### config.mk
export PLATFORM = sky130hd
export DESIGN_NAME = twm_queue
export DESIGN_NICKNAME = d
export VERILOG_FILES = /design/src/sv/twm_pkg.sv /design/src/sv/twm_queue.sv
export SDC_FILE = /design/constraint.sdc
export NUM_CORES = 1
export LEC_CHECK = 0
export BUFFER_PORTS_ARGS = -buffer_cell sky130_fd_sc_hd__buf_2
export CORE_AREA = 10 10 147 149
export CTS_CLUSTER_DIAMETER = 50
export DETAILED_ROUTE_END_ITERATION = 12
export DIE_AREA = 0 0 157 159
export GPL_ROUTABILITY_DRIVEN = 0
export PLACE_DENSITY = 0.49
export SYNTH_ARGS = -nofsm -noshare
export SYNTH_HDL_FRONTEND = slang
export SYNTH_SLANG_ARGS = --single-unit
### constraint.sdc
create_clock -name i_clk -period 2.4 [get_ports i_clk]
set_input_delay 0.48 -clock i_clk [delete_from_list [all_inputs] [get_ports i_clk]]
set_output_delay 0.48 -clock i_clk [all_outputs]
set_load 0.01 [all_outputs]
### src/sv/twm_pkg.sv
package twm_pkg;

    localparam int MAX_LEN     = 1024;
    localparam int HEIGHT_BITS = 16;

    localparam int IN_HEIGHT_W = 16;
    localparam int WATER_W     = 26;
    localparam logic [WATER_W-1:0] WATER_MAX = {WATER_W{1'b1}};

    localparam int HGT_W  = (HEIGHT_BITS < IN_HEIGHT_W) ? HEIGHT_BITS : IN_HEIGHT_W;
    localparam int POS_W  = $clog2(MAX_LEN + 1);
    localparam int IDX_W  = $clog2(MAX_LEN);
    localparam int CNT_W  = POS_W;
    localparam int PROD_W = IDX_W + HGT_W;
    localparam int SUM_W  = POS_W + HGT_W;
    localparam int CMP_W  = (SUM_W > WATER_W) ? SUM_W : WATER_W;

    localparam int QDEPTH = 4;
    localparam int QPTR_W = $clog2(QDEPTH);
    localparam int QCNT_W = $clog2(QDEPTH + 1);

    typedef struct packed {
        logic [IDX_W-1:0] pos;
        logic [HGT_W-1:0] height;
        logic             take;
        logic             last;
    } t_bar_req;

    typedef struct packed {
        logic [IDX_W-1:0] pos;
        logic [HGT_W-1:0] hgt;
    } t_entry;

    typedef enum logic [2:0] {
        ST_IDLE,
        ST_CMP,
        ST_READ,
        ST_MUL,
        ST_OUT
    } t_back_state;

endpackage

### src/sv/twm_queue.sv
module twm_queue import twm_pkg::*; (
    input  logic      i_clk,
    input  logic      i_rst_n,
    input  logic      i_push,
    input  t_bar_req  i_req,
    output logic      o_full,
    output logic      o_valid,
    output t_bar_req  o_req,
    input  logic      i_pop
);

    t_bar_req            r_mem [QDEPTH];
    logic [QPTR_W-1:0]   r_wp;
    logic [QPTR_W-1:0]   r_rp;
    logic [QCNT_W-1:0]   r_cnt;
    logic                do_pop;

    assign o_full  = r_cnt == QCNT_W'(QDEPTH);
    assign o_valid = r_cnt != '0;
    assign o_req   = r_mem[r_rp];
    assign do_pop  = i_pop && o_valid;

    always_ff @(posedge i_clk) begin
        if (!i_rst_n) begin
            r_wp  <= '0;
            r_rp  <= '0;
            r_cnt <= '0;
        end else begin
            if (i_push) begin
                r_wp <= r_wp + QPTR_W'(1);
            end
            if (do_pop) begin
                r_rp <= r_rp + QPTR_W'(1);
            end
            if (i_push && !do_pop) begin
                r_cnt <= r_cnt + QCNT_W'(1);
            end else if (!i_push && do_pop) begin
                r_cnt <= r_cnt - QCNT_W'(1);
            end
        end
    end

    always_ff @(posedge i_clk) begin
        if (i_push) begin
            r_mem[r_wp] <= i_req;
        end
    end

endmodule

==> impl_metrics.csv <==
group,metric,value,unit
outcome,status,"complete, no violations",
grt,grt.met2_usage,12.04,%
synth,synth_area,4567,µm²
synth,synth_cell_types,21,
route,drc,0,
clocking,cts_root_buf,"clkbuf_16",
clocking,cts_tree,"built",
run,cap_viol_max_count,0,
timing,setup_viol,0,
route,drt_wl_total,9281,µm
floorplan,io_pins,62,
synth,ys_seq_area_share,77.59,%
power_and_ir_drop,p_sw,0.001615,W
clocking,post_cts_buffers,0,
worst_setup_path,worstSetupPathType,"reg -> out",
power_and_ir_drop,pwr-share-comb,19.1,%
finish,layout_common_cells,"112 x edfxtp_1, 61 x buf_2, 20 x mux4_2",
clocking,cts_max_level,4,
finish,final_util,31.17,%
place,dp_hpwl,6082,µm
clocking,cts_buffers,17,
synth,syn_inst,189,
power_and_ir_drop,seqPwrFrac,40.6,%
grt,grt_max_degree,17,
place,post_dp_cell_area,5196,µm²
power_and_ir_drop,peakVddDrop,0.5373,mV
worst_setup_path,slowest_delay,0.62,ns
clocking,hold_buffers,0,
route,detail-route-antenna-nets,0,
timing,relSlewSlack,79.19,%
power_and_ir_drop,p_leak,1.998,nW
worst_setup_path,crit_slowest_cell,"mux4_1",
floorplan,fp.dieW,157,µm
worst_setup_path,cp-start-kind,"flip-flop",
finish,fin_area,5791,µm²
timing,fmax,441.4,MHz
grt,met3_usage,3.805,%
route,via_count,2110,
hold_path,hold_path_class,"in -> reg",
finish,multi_input_area,950.9,µm²
route,wl_per_cell,17.78,µm
floorplan,core,18580,µm²
grt,grt_pass1_wl,14410,µm
grt,gr-usage-all-layers,7.972,%
finish,nets,313,
synth,ys_warn_count,0,
worst_setup_path,cp-end-kind,"primary output",
grt,top_usage_layer,"met2",
timing,finalClockSkew,0.01084,ns
timing,rsz0062_at_grt,"false",
timing,finalMaxSlewViolations,0,
worst_setup_path,worstPathMaxFanout,12,
place,port-buffer-count,61,
timing,report.final.hold_viol_count,0,
clocking,clk_path_buf_depth,2,
finish,drive_gt1_share,45.83,%
floorplan,start_util,24.58,%
route,drtIter0Drc,99,
floorplan,die_h,159,µm
finish,seq_area,3546,µm²
worst_setup_path,cp_top_family,"multiplexers",
clocking,clock_latency,0.42,ns
worst_setup_path,r2r_cells,7,
finish,syn_to_final_growth,26.79,%
worst_setup_path,crit_cells,3,
timing,finalCritPeriodShare,94.39,%
synth,syn-num-nets,227,
timing,worst_pin_slew,0.3117,ns
power_and_ir_drop,p_clk_share,40.3,%
power_and_ir_drop,p_int,0.004597,W
power_and_ir_drop,p_per_area,1073,nW/µm²
finish,antenna_cells,0,
grt,antenna_found_initial,0,
worst_setup_path,critPathArrivalTime,1.79,ns
timing,post-route-min-period,2.265,ns
route,detail_route.vias_per_cell,4.042,
power_and_ir_drop,netSwitchingFraction,26.00,%
timing,setup_tns,0,ns
clocking,cts.sinks,121,
synth,synth.avg_cell_area,24.16,µm²
synth,ys_seq_elements,121,
clocking,cts.clk_slew.worst_paths,0.06,ns
worst_setup_path,cp_num_buf_inv,2,
grt,gr-total-overflow,0,
clocking,cts_resized,0,
hold_path,holdPathStages,1,
route,dr.pass1.iters,4,
grt,grt_pass1_vias,2469,
grt,grtUsageMet1,9.386,%
worst_setup_path,path_cells,"buf_4, mux4_1, buf_2",
finish,num-fill-cells,1804,
worst_setup_path,crit_required,1.92,ns
floorplan,die-area,24960,µm²
finish,layout_commonest_cell,"edfxtp_1",
floorplan,rows,50,
[Yosys cell counts]
| cell | instances | share of area [%] |
|---|---|---|
| a21boi_0 | 1 | 0.16 |
| and2_1 | 9 | 1.2 |
| buf_12 | 2 | 0.88 |
| buf_2 | 3 | 0.33 |
| buf_6 | 1 | 0.25 |
| dfxtp_1 | 9 | 3.9 |
| edfxtp_1 | 112 | 74 |
| fa_1 | 1 | 0.44 |
| ha_1 | 5 | 1.4 |
| inv_1 | 3 | 0.25 |
| mux2i_1 | 2 | 0.44 |
| mux4_1 | 8 | 4.6 |
| mux4_2 | 20 | 9.9 |
| nor2b_1 | 2 | 0.27 |
| nor3b_1 | 1 | 0.16 |
| o21ai_0 | 1 | 0.11 |
| o311ai_2 | 1 | 0.36 |
| o31ai_4 | 1 | 0.47 |
| or3_1 | 2 | 0.27 |
| xnor2_1 | 3 | 0.58 |
| xor2_1 | 2 | 0.38 |
[power by group through the flow]
stage                     combinational (W)  sequential, W  clock, W
after floorplan                    0.000855        0.00255         0
after global placement              0.00123        0.00256         0
after detailed placement            0.00123        0.00256         0
after CTS                           0.00123        0.00252   0.00259
after global routing                0.00132        0.00254   0.00267
final                               0.00119        0.00252   0.00251
[flip-flops by register name (all words and copies together) (netlist names), named ones only]
register / count
r_mem: 112
r_cnt: 3
r_rp: 2
r_wp: 2
[path summary, 6_finish.rpt]
check	slack [ns]	to	from
hold / removal	0.27	r_mem[2][27]$_DFFE_PP_	i_req[27]
hold reg to reg	0.57	r_wp[1]$_SDFFE_PN0P_	r_wp[1]$_SDFFE_PN0P_
setup reg to reg	0.33	r_cnt[2]$_SDFFE_PN0P_	r_cnt[1]$_SDFFE_PN0P_
setup / recovery	0.13	o_req[25]	flip-flop
[cell families after synthesis]
logic type	count (synthesis)	synth area share, %
AND/OR/NAND/NOR	14	1.945
flip-flops	121	77.59
XOR/XNOR	5	0.9591
adder cells (fa/ha/maj)	6	1.808
multiplexers	30	14.90
buffers and inverters	9	1.699
AO/OA/AOI/OAI	4	1.096
[per-stage QoR]
stage | setup WS [ns] | hold WS [ns] | power (W) | cells
6_report | 0.1345 | 0.2720 | 0.006213 | 522
5_1_grt | 0.02947 | 0.2590 | 0.006526 | 522
4_1_cts | 0.02498 | 0.2447 | 0.006343 | 522
3_5_place_dp | 0.3239 | 0.5819 | 0.003798 | 490
3_3_place_gp | 0.3952 | 0.5621 | 0.003788 | 490
2_1_floorplan | 0.4674 | 0.5276 | 0.003402 | 189
[metal layers]
metal,wire length (µm),share of wire [%]
met1,4191,45
met4,153,1.6
met2,4340,47
met5,0,0
met3,595,6.4
[worst reg2reg max path, delay by kind of cell, from the launching register on]
family / cells / cell delay, ns
compound gates: 2 / 0.46
xor+xnor: 1 / 0.17
flops: 1 / 0.39
fa+ha+maj: 2 / 0.61
simple gates: 1 / 0.30
buf+inv: 1 / 0.07
[layout make-up]
| type | instances | share of cell area (%) |
|---|---|---|
| clock buffers | 17 | 7.347 |
| clock inverters | 15 | 2.852 |
| inverters | 3 | 0.1945 |
| multi-input cells | 59 | 16.42 |
| flip-flops and latches | 121 | 61.24 |
| well taps | 234 | 5.056 |
| repair buffers | 73 | 6.893 |
Power figures use the tool's default switching activity.
