### config.mk
export PLATFORM = sky130hd
export DESIGN_NAME = twm_front_flat
export DESIGN_NICKNAME = d
export VERILOG_FILES = /design/src/sv/twm_pkg.sv /design/src/sv/twm_in_if.sv /design/src/sv/twm_front.sv /design/src/flat_wrapper.sv
export SDC_FILE = /design/constraint.sdc
export NUM_CORES = 1
export LEC_CHECK = 0
export BUFFER_PORTS_ARGS = -buffer_cell sky130_fd_sc_hd__buf_4
export CORE_MARGIN = 3
export CORE_UTILIZATION = 41
export DETAILED_ROUTE_END_ITERATION = 7
export GPL_TIMING_DRIVEN = 0
export MAX_ROUTING_LAYER = met4
export PLACE_DENSITY = 0.78
export SETUP_SLACK_MARGIN = 0.3
export SLEW_MARGIN = 20
export SYNTH_ARGS = -nofsm -noshare
export SYNTH_HDL_FRONTEND = slang
export SYNTH_SLANG_ARGS = --single-unit
### constraint.sdc
create_clock -name i_clk -period 1.55 [get_ports i_clk]
set_clock_uncertainty 0.05 [all_clocks]
set_input_delay 0.2325 -clock i_clk [delete_from_list [all_inputs] [get_ports i_clk]]
set_output_delay 0.2325 -clock i_clk [all_outputs]
set_load 0.02 [all_outputs]
### src/sv/twm_pkg.sv
package twm_pkg;

    localparam int MAX_LEN     = 1024;
    localparam int HEIGHT_BITS = 16;

    localparam int IN_HEIGHT_W = 16;
    localparam int WATER_W     = 26;
    localparam logic [WATER_W-1:0] WATER_MAX = {WATER_W{1'b1}};

    localparam int HGT_W  = (HEIGHT_BITS < IN_HEIGHT_W) ? HEIGHT_BITS : IN_HEIGHT_W;
    localparam int POS_W  = $clog2(MAX_LEN + 1);
    localparam int IDX_W  = $clog2(MAX_LEN);
    localparam int CNT_W  = POS_W;
    localparam int PROD_W = IDX_W + HGT_W;
    localparam int SUM_W  = POS_W + HGT_W;
    localparam int CMP_W  = (SUM_W > WATER_W) ? SUM_W : WATER_W;

    localparam int QDEPTH = 4;
    localparam int QPTR_W = $clog2(QDEPTH);
    localparam int QCNT_W = $clog2(QDEPTH + 1);

    typedef struct packed {
        logic [IDX_W-1:0] pos;
        logic [HGT_W-1:0] height;
        logic             take;
        logic             last;
    } t_bar_req;

    typedef struct packed {
        logic [IDX_W-1:0] pos;
        logic [HGT_W-1:0] hgt;
    } t_entry;

    typedef enum logic [2:0] {
        ST_IDLE,
        ST_CMP,
        ST_READ,
        ST_MUL,
        ST_OUT
    } t_back_state;

endpackage

### src/sv/twm_in_if.sv
interface twm_in_if import twm_pkg::*; ();
    logic                   valid;
    logic                   ready;
    logic [IN_HEIGHT_W-1:0] height;
    logic                   last;

    modport source (output valid, output height, output last, input ready);
    modport sink   (input valid, input height, input last, output ready);
endinterface

### src/sv/twm_front.sv
module twm_front import twm_pkg::*; (
    input  logic      i_clk,
    input  logic      i_rst_n,
    twm_in_if.sink    i_bar,
    input  logic      i_q_full,
    output logic      o_push,
    output t_bar_req  o_req
);

    logic [POS_W-1:0] r_pos;
    logic             take;
    logic             accept;

    assign take        = r_pos < POS_W'(MAX_LEN);
    assign i_bar.ready = !i_q_full;
    assign accept      = i_bar.valid && !i_q_full;
    assign o_push      = accept;

    assign o_req.pos    = r_pos[IDX_W-1:0];
    assign o_req.height = i_bar.height[HGT_W-1:0];
    assign o_req.take   = take;
    assign o_req.last   = i_bar.last;

    always_ff @(posedge i_clk) begin
        if (!i_rst_n) begin
            r_pos <= '0;
        end else if (accept) begin
            if (i_bar.last) begin
                r_pos <= '0;
            end else if (take) begin
                r_pos <= r_pos + POS_W'(1);
            end
        end
    end

endmodule

### src/flat_wrapper.sv
// flat-port wrapper written by rule: the top's interface ports become plain ports
module twm_front_flat import twm_pkg::*;
  (i_clk, i_rst_n, i_q_full, o_push, o_req, i_bar_valid, i_bar_height, i_bar_last, i_bar_ready);
  twm_in_if i_bar_i ();
  input  logic i_clk;
  input  logic i_rst_n;
  input  logic i_q_full;
  output logic o_push;
  output t_bar_req o_req;
  input wire logic [$bits(i_bar_i.valid)-1:0] i_bar_valid;
  input wire logic [$bits(i_bar_i.height)-1:0] i_bar_height;
  input wire logic [$bits(i_bar_i.last)-1:0] i_bar_last;
  output wire logic [$bits(i_bar_i.ready)-1:0] i_bar_ready;
  assign i_bar_i.valid = i_bar_valid;
  assign i_bar_i.height = i_bar_height;
  assign i_bar_i.last = i_bar_last;
  assign i_bar_ready = i_bar_i.ready;
  twm_front u_core (.i_clk(i_clk), .i_rst_n(i_rst_n), .i_bar(i_bar_i), .i_q_full(i_q_full), .o_push(o_push), .o_req(o_req));
endmodule
==> metrics.txt, run 1 <==
Final Core Density 66.2%; die width 49.7 um; largest family of logic cells by synthesized area buffers and inverters; grt ovf 0; Starting Density between 40% and 50%; largest registers u_core.r_pos (11); root buffer cell clkbuf_4; Fin Setup TNS 0 ns; mux cell area share after synthesis 0%; XOR/XNOR Fraction of Synth Area 6.70%; remaining routing DRC violations 0; vias in the first global route roughly 690; Compound-Gate Fraction of Synth Area under 10%; Vias 742; Final Cycle Share 81.6%; critical-path cell list and2_2, nand4_4, or3_1, a21oi_1; first-pass GRT wire length roughly 2800 um; Die Ht 49.7 um; share of cells above drive strength 1 65.7%; H-Tree Depth 1; Worst EP arrival 1.42 ns; clk_lat worst skew ~0.27 ns; FFs w/ async S/R, synth 0%; Nets 157; M2 GR Usage 23.6%; Overall Power 639 uW; Total GRT Usage about 15%; Synth top area share 28.1%; crit path capture type flip-flop; CORE AREA 1760 sq um; cell with the most instances after synthesis buf_4; Area Overhead vs Synth 48.8%; grt met1 use 15.8%; leakage 0.531 nW; 1st-pass router iterations 4; Synth Area in Simple Gates about 26%; #FFs+latches synth 11; max-capacitance violation count 0; die area 2470 sq um; crit path time final 1.26 ns; Hold Crit Class input pin to flip-flop; Achievable Freq slightly below 800 MHz; largest net degree at the start of global routing 10; CTS Buffer Depth 2; prevailing post-synth register cell dfxtp_1; DP Wirelength 1300 um; vias per inst ~4.7; final setup fails 0; CP Buf/Inv Count 0; Rows 15; gr busiest metal met2; GR Layer Usage met3 6.95%; crit-path max FO 5; Syn Std Cell Area 785 sq um; worst stage delay on the critical path 0.38 ns; syn avg cell area roughly 8.5 sq um; Critical-path top delay cell dfxtp_4; worst setup path class flip-flop to flip-flop; Num CTS Buffers 3; Largest delay share family, worst path simple AND/OR/NAND/NOR gates; placed instance area ~1100 sq um; final instance area roughly 1200 sq um; EDFF count, synth 0; Initial DRC Count 9; Peak supply drop 0.443 mV; largest cells by area after synthesis dfxtp_1 28%, buf_4 27%, xnor2_1 5.6%; Synth top cells by count 28 x buf_4, 11 x dfxtp_1, 8 x nor2_1, 5 x xnor2_1; IO Count just over 50; RSZ-0062 raised after global routing yes; Worst Path Required around 1.7 ns; Slew headroom 79.2%; n_diodes 0; Biggest register u_core.r_pos; antenna violations before repair 0; CP Launch Type flip-flop; Post-Synth Adder-Cell Area 1.59%; TritonCTS Sinks 11; drt total wl roughly 1800 um; CTS tree built; Worst Tran Pin Value between 0.3 and 0.4 ns; Fin. Hold Viols 0; max reg flops 11; Power Dens Cells 547 nW/um^2; Cells after Synth 92; sequential area share after synthesis 28.1%; placer congestion estimate 0.854; Cell variety after synth 25; IO Port Bufs 34; routed len/inst 11.1 um; YS warnings 0; syn_nets 114; WHS 0.177 ns; Pins Over Slew Limit 0; area leader, netlist dfxtp_1; status completed; post-route ant nets 0; clock slew at reported path FFs 0.07 ns
## layout make-up
cell class / count / area, sq um
Timing Repair Buffer: 38 / 289
Multi-Input combinational cell: 48 / 338
Sequential cell: 11 / 241
Buffer: 29 / 221
Inverter: 4 / 20.0
Clock buffer: 4 / 26.3
Fill cell: 159 / 597
Tap cell: 25 / 31.3
## path summary, 6_finish.rpt
kind / start / end / slack [ns] / depth (start not counted)
max reg2reg: u_core.r_pos[1]$_SDFFE_PN0P_ / u_core.r_pos[7]$_SDFFE_PN0P_ / 0.29 / 4
max: u_core.r_pos[1]$_SDFFE_PN0P_ / u_core.r_pos[7]$_SDFFE_PN0P_ / 0.29 / 4
min: i_rst_n / u_core.r_pos[1]$_SDFFE_PN0P_ / 0.18 / 2
min reg2reg: u_core.r_pos[9]$_SDFFE_PN0P_ / u_core.r_pos[10]$_SDFFE_PN0P_ / 0.45 / 2
## layer usage
layer | wire length, um | vias to the layer above
met3 | 162 | 8
met5 | 0 | -
met4 | 65 | 0
li1 | - | 364
met1 | 662 | 328
met2 | 874 | 42
## logic make-up (layout without fill, tap and decap cells)
kind of cell	after synthesis	after routing
buf+inv	33	75
simple gates	31	31
flops	11	11
compound gates	10	10
xor+xnor	6	6
fa+ha+maj	1	1
## timing repair
action                                  CTS  global route
resized for setup                         7             5
endpoints found under the setup margin    6             9
cloned                                    0             0
setup buffers                             3             1
hold buffers                              0             0
pin swaps                                 7             2
## through the flow
stage | std cells | worst slack (ns)
after floorplan | 92 | 0.292
after global placement | 151 | 0.213
after detailed placement | 151 | 0.193
after CTS | 158 | 0.284
after global routing | 159 | 0.232
final | 159 | 0.286
## report_power, final
| group | total (mW) | switching, mW | internal (mW) |
|---|---|---|---|
| Clock | 0.201 | 0.101 | 0.0998 |
| Sequential | 0.282 | 0.00426 | 0.278 |
| Combinational | 0.156 | 0.0734 | 0.0824 |
## cell usage in the layout (no fill, tap or decap)
| cell type | netlist | routed |
|---|---|---|
| a21boi_0 | 2 | 2 |
| a21oi_1 | 4 | 4 |
| and2_2 | 1 | 1 |
| and3_4 | 1 | 1 |
| buf_4 | 28 | 65 |
| buf_6 | 1 | 2 |
| clkbuf_1 | 0 | 1 |
| clkbuf_4 | 0 | 3 |
| dfxtp_1 | 11 | 4 |
| dfxtp_2 | 0 | 2 |
| dfxtp_4 | 0 | 5 |
| ha_4 | 0 | 1 |
| inv_1 | 3 | 2 |
| inv_2 | 0 | 1 |
| inv_6 | 1 | 1 |
| nand2_1 | 4 | 4 |
| nand2b_4 | 1 | 1 |
| nand3_1 | 3 | 3 |
| nand3b_1 | 1 | 1 |
| nand4_1 | 3 | 3 |
| nand4_4 | 1 | 1 |
| nor2_1 | 8 | 8 |
| nor2b_2 | 0 | 1 |
| nor3_1 | 2 | 2 |
| nor4_2 | 2 | 2 |
| o21ai_0 | 4 | 4 |
| or2b_2 | 1 | 1 |
| or3_1 | 2 | 2 |
| xnor2_1 | 5 | 5 |
| xor2_1 | 1 | 1 |
No activity file was read; power rests on OpenSTA's default activity.
==> run 2, diff against run 1 <==
Clock period 1.55 ns to 1.2 ns, I/O delays scaled along.
==> run 2 against run 1 <==
  * The run now ends with setup timing left
  * Routed wire length is 16% higher
  * Combinational power is 51% higher
  * Maximum frequency is 3.3% lower
  * Die area stayed put
  * First-iteration DRC count is 22% higher
  * Via count is 8.2% higher
  * Critical path depth stayed put
  * Sequential cell count stayed put
  * Register-to-register slack worse by 0.39 ns
  * Non-clock buffer count is 13 higher
  * Design area is 20% higher
  * Cell count is 8.2% higher
  * Critical path type unchanged
  * Largest power group unchanged
==> metrics.txt, run 2 (synthesized netlist as in run 1, its figures left out) <==
worst stage delay on the critical path 0.37 ns (about the same); Largest delay share family, worst path simple AND/OR/NAND/NOR gates; Area Overhead vs Synth 77.8%; fillers 124 (-22%); clk_lat worst skew 0.28 ns (about the same); Total GRT Usage 17.8% (+2.4 points); reg-to-reg startpoint u_core.r_pos[2]$_SDFFE_PN0P_; crit path to u_core.r_pos[7]$_SDFFE_PN0P_; WHS 0.122 ns (-0.0545 ns); vias per inst 4.67 (about the same); 1st-pass router iterations 4 (unchanged); Rows 15 (unchanged); die area 2470 sq um (unchanged); footprint of the multi-input gates 380 sq um (+13%); CP Launch Type flip-flop; Initial DRC Count 11 (+2); post-route ant nets 0 (unchanged); vias in the first global route 784 (+14%); H-Tree Depth 1 (unchanged); RSZ-0062 raised after global routing yes; IO Port Bufs 34 (unchanged); drt total wl 2050 um (+16%); max reg flops 11 (unchanged); Peak supply drop 0.507 mV (+15%); root buffer cell clkbuf_4; most frequent cells in the layout 58 x buf_4, 21 x buf_6, 7 x nor2_1, 6 x dfxtp_4, 5 x xnor2_1; leakage 0.625 nW (+18%); Fin. Hold Viols 0 (unchanged); WP depth 4 (unchanged); commonest non-fill, non-tap cell in the layout buf_4; largest registers u_core.r_pos (11); Worst EP arrival 1.46 ns (+0.04 ns); die width 49.7 um (unchanged); Hold Crit Class input pin to flip-flop; Vias 803 (+8.2%); crit path time final 1.31 ns (+0.0426 ns); Critical-path top delay cell dfxtp_4; clock slew at reported path FFs 0.07 ns (about the same); antenna violations before repair 0 (unchanged); grt ovf 0 (unchanged); Num CTS Buffers 3 (unchanged); Placement Setup Slack -0.144 ns (-0.338 ns); worst setup path startpoint u_core.r_pos[2]$_SDFFE_PN0P_; Final Core Density 79.1% (+13 points); R2R Path End u_core.r_pos[7]$_SDFFE_PN0P_; critical-path cell list and3_4, nand4_4, or3_1, a21oi_1; Worst Tran Pin Value 0.244 ns (-0.0673 ns); Achievable Freq 765 MHz (-3.3%); FF+latch area 248 sq um (+2.6%); placer congestion estimate 0.779 (-8.8%); r2r worst-path depth 4 (unchanged); CP Buf/Inv Count 0 (unchanged); crit-path max FO 5 (unchanged); flop2flop setup slack -0.11 ns (-0.39 ns); Power Dens Cells 612 nW/um^2 (+12%); Slew headroom 83.6% (+4.4 points); share of cells above drive strength 1 74.8% (+9.2 points); first-pass GRT wire length 3280 um (+19%); slack of the critical path -0.107 ns (-0.393 ns); routed len/inst 11.9 um (+7.3%); CTS Buffer Depth 2 (unchanged); worst setup path class flip-flop to flip-flop; IO Count 51 (unchanged); CTS tree built; remaining routing DRC violations 0 (unchanged); Final Cycle Share 109% (+27 points); DP Wirelength 1350 um (+4.0%); Die Ht 49.7 um (unchanged); Worst Path Required 1.35 ns (-0.35 ns); n_diodes 0 (unchanged); max-capacitance violation count 0 (unchanged); Pins Over Slew Limit 0 (unchanged); Biggest register u_core.r_pos; final setup fails 8 (+8); CORE AREA 1760 sq um (unchanged); Nets 170 (+8.3%); status complete, but fails checks; TritonCTS Sinks 11 (unchanged); Starting Density 44.5% (unchanged); crit path capture type flip-flop; failing checks setup timing; largest net degree at the start of global routing 10 (unchanged)
[run 2: power breakdown]
group | internal, mW | leakage (nW) | switching [mW]
Clock | 0.129 | 0.0150 | 0.129
Sequential | 0.357 | 0.0956 | 0.00356
Combinational | 0.129 | 0.515 | 0.107
Total | 0.615 | 0.625 | 0.239
[run 2: worst min-delay path by stage]
stage | start | depth (start not counted) | to
floorplan | i_rst_n | 1 | u_core.r_pos[1]$_SDFFE_PN0P_
global placement | i_rst_n | 2 | u_core.r_pos[2]$_SDFFE_PN0P_
detailed placement | i_rst_n | 2 | u_core.r_pos[1]$_SDFFE_PN0P_
CTS | i_rst_n | 2 | u_core.r_pos[1]$_SDFFE_PN0P_
global route | i_rst_n | 2 | u_core.r_pos[2]$_SDFFE_PN0P_
finish | i_rst_n | 2 | u_core.r_pos[1]$_SDFFE_PN0P_
[run 2: cell type report]
type                       count  share of cell area [%]
clock buffer                   4                    1.88
multi-input combinational     48                    27.3
buffer                        29                    18.0
timing repair buffer          51                    31.2
tap                           25                    2.24
sequential                    11                    17.8
inverter                       4                    1.61
[run 2: metal layers]
| metal | vias up | GRT usage [%] | wire, um |
|---|---|---|---|
| li1 | 389 | - | - |
| met1 | 367 | 18.5 | 775 |
| met2 | 38 | 30.4 | 1080 |
| met3 | 9 | 2.72 | 107 |
| met4 | 0 | 12.4 | 81 |
| met5 | - | - | 0 |
[run 2: timing repair]
item,in CTS,in global routing
hold buffers,0,0
setup endpoints to repair,22,23
buffers inserted,10,7
pin swaps,17,13
gates resized for setup,39,2
[run 2: per-stage QoR]
| step | setup TNS, ns | area, sq um | cells | total power, mW |
|---|---|---|---|---|
| finish | -0.289 | 1400 | 172 | 0.854 |
| global route | -0.871 | 1400 | 172 | 0.905 |
| CTS | -0.246 | 1330 | 165 | 0.860 |
| detailed placement | -0.365 | 1110 | 151 | 0.588 |
| global placement | -0.307 | 1110 | 151 | 0.584 |
| floorplan | -0.0508 | 827 | 92 | 0.511 |
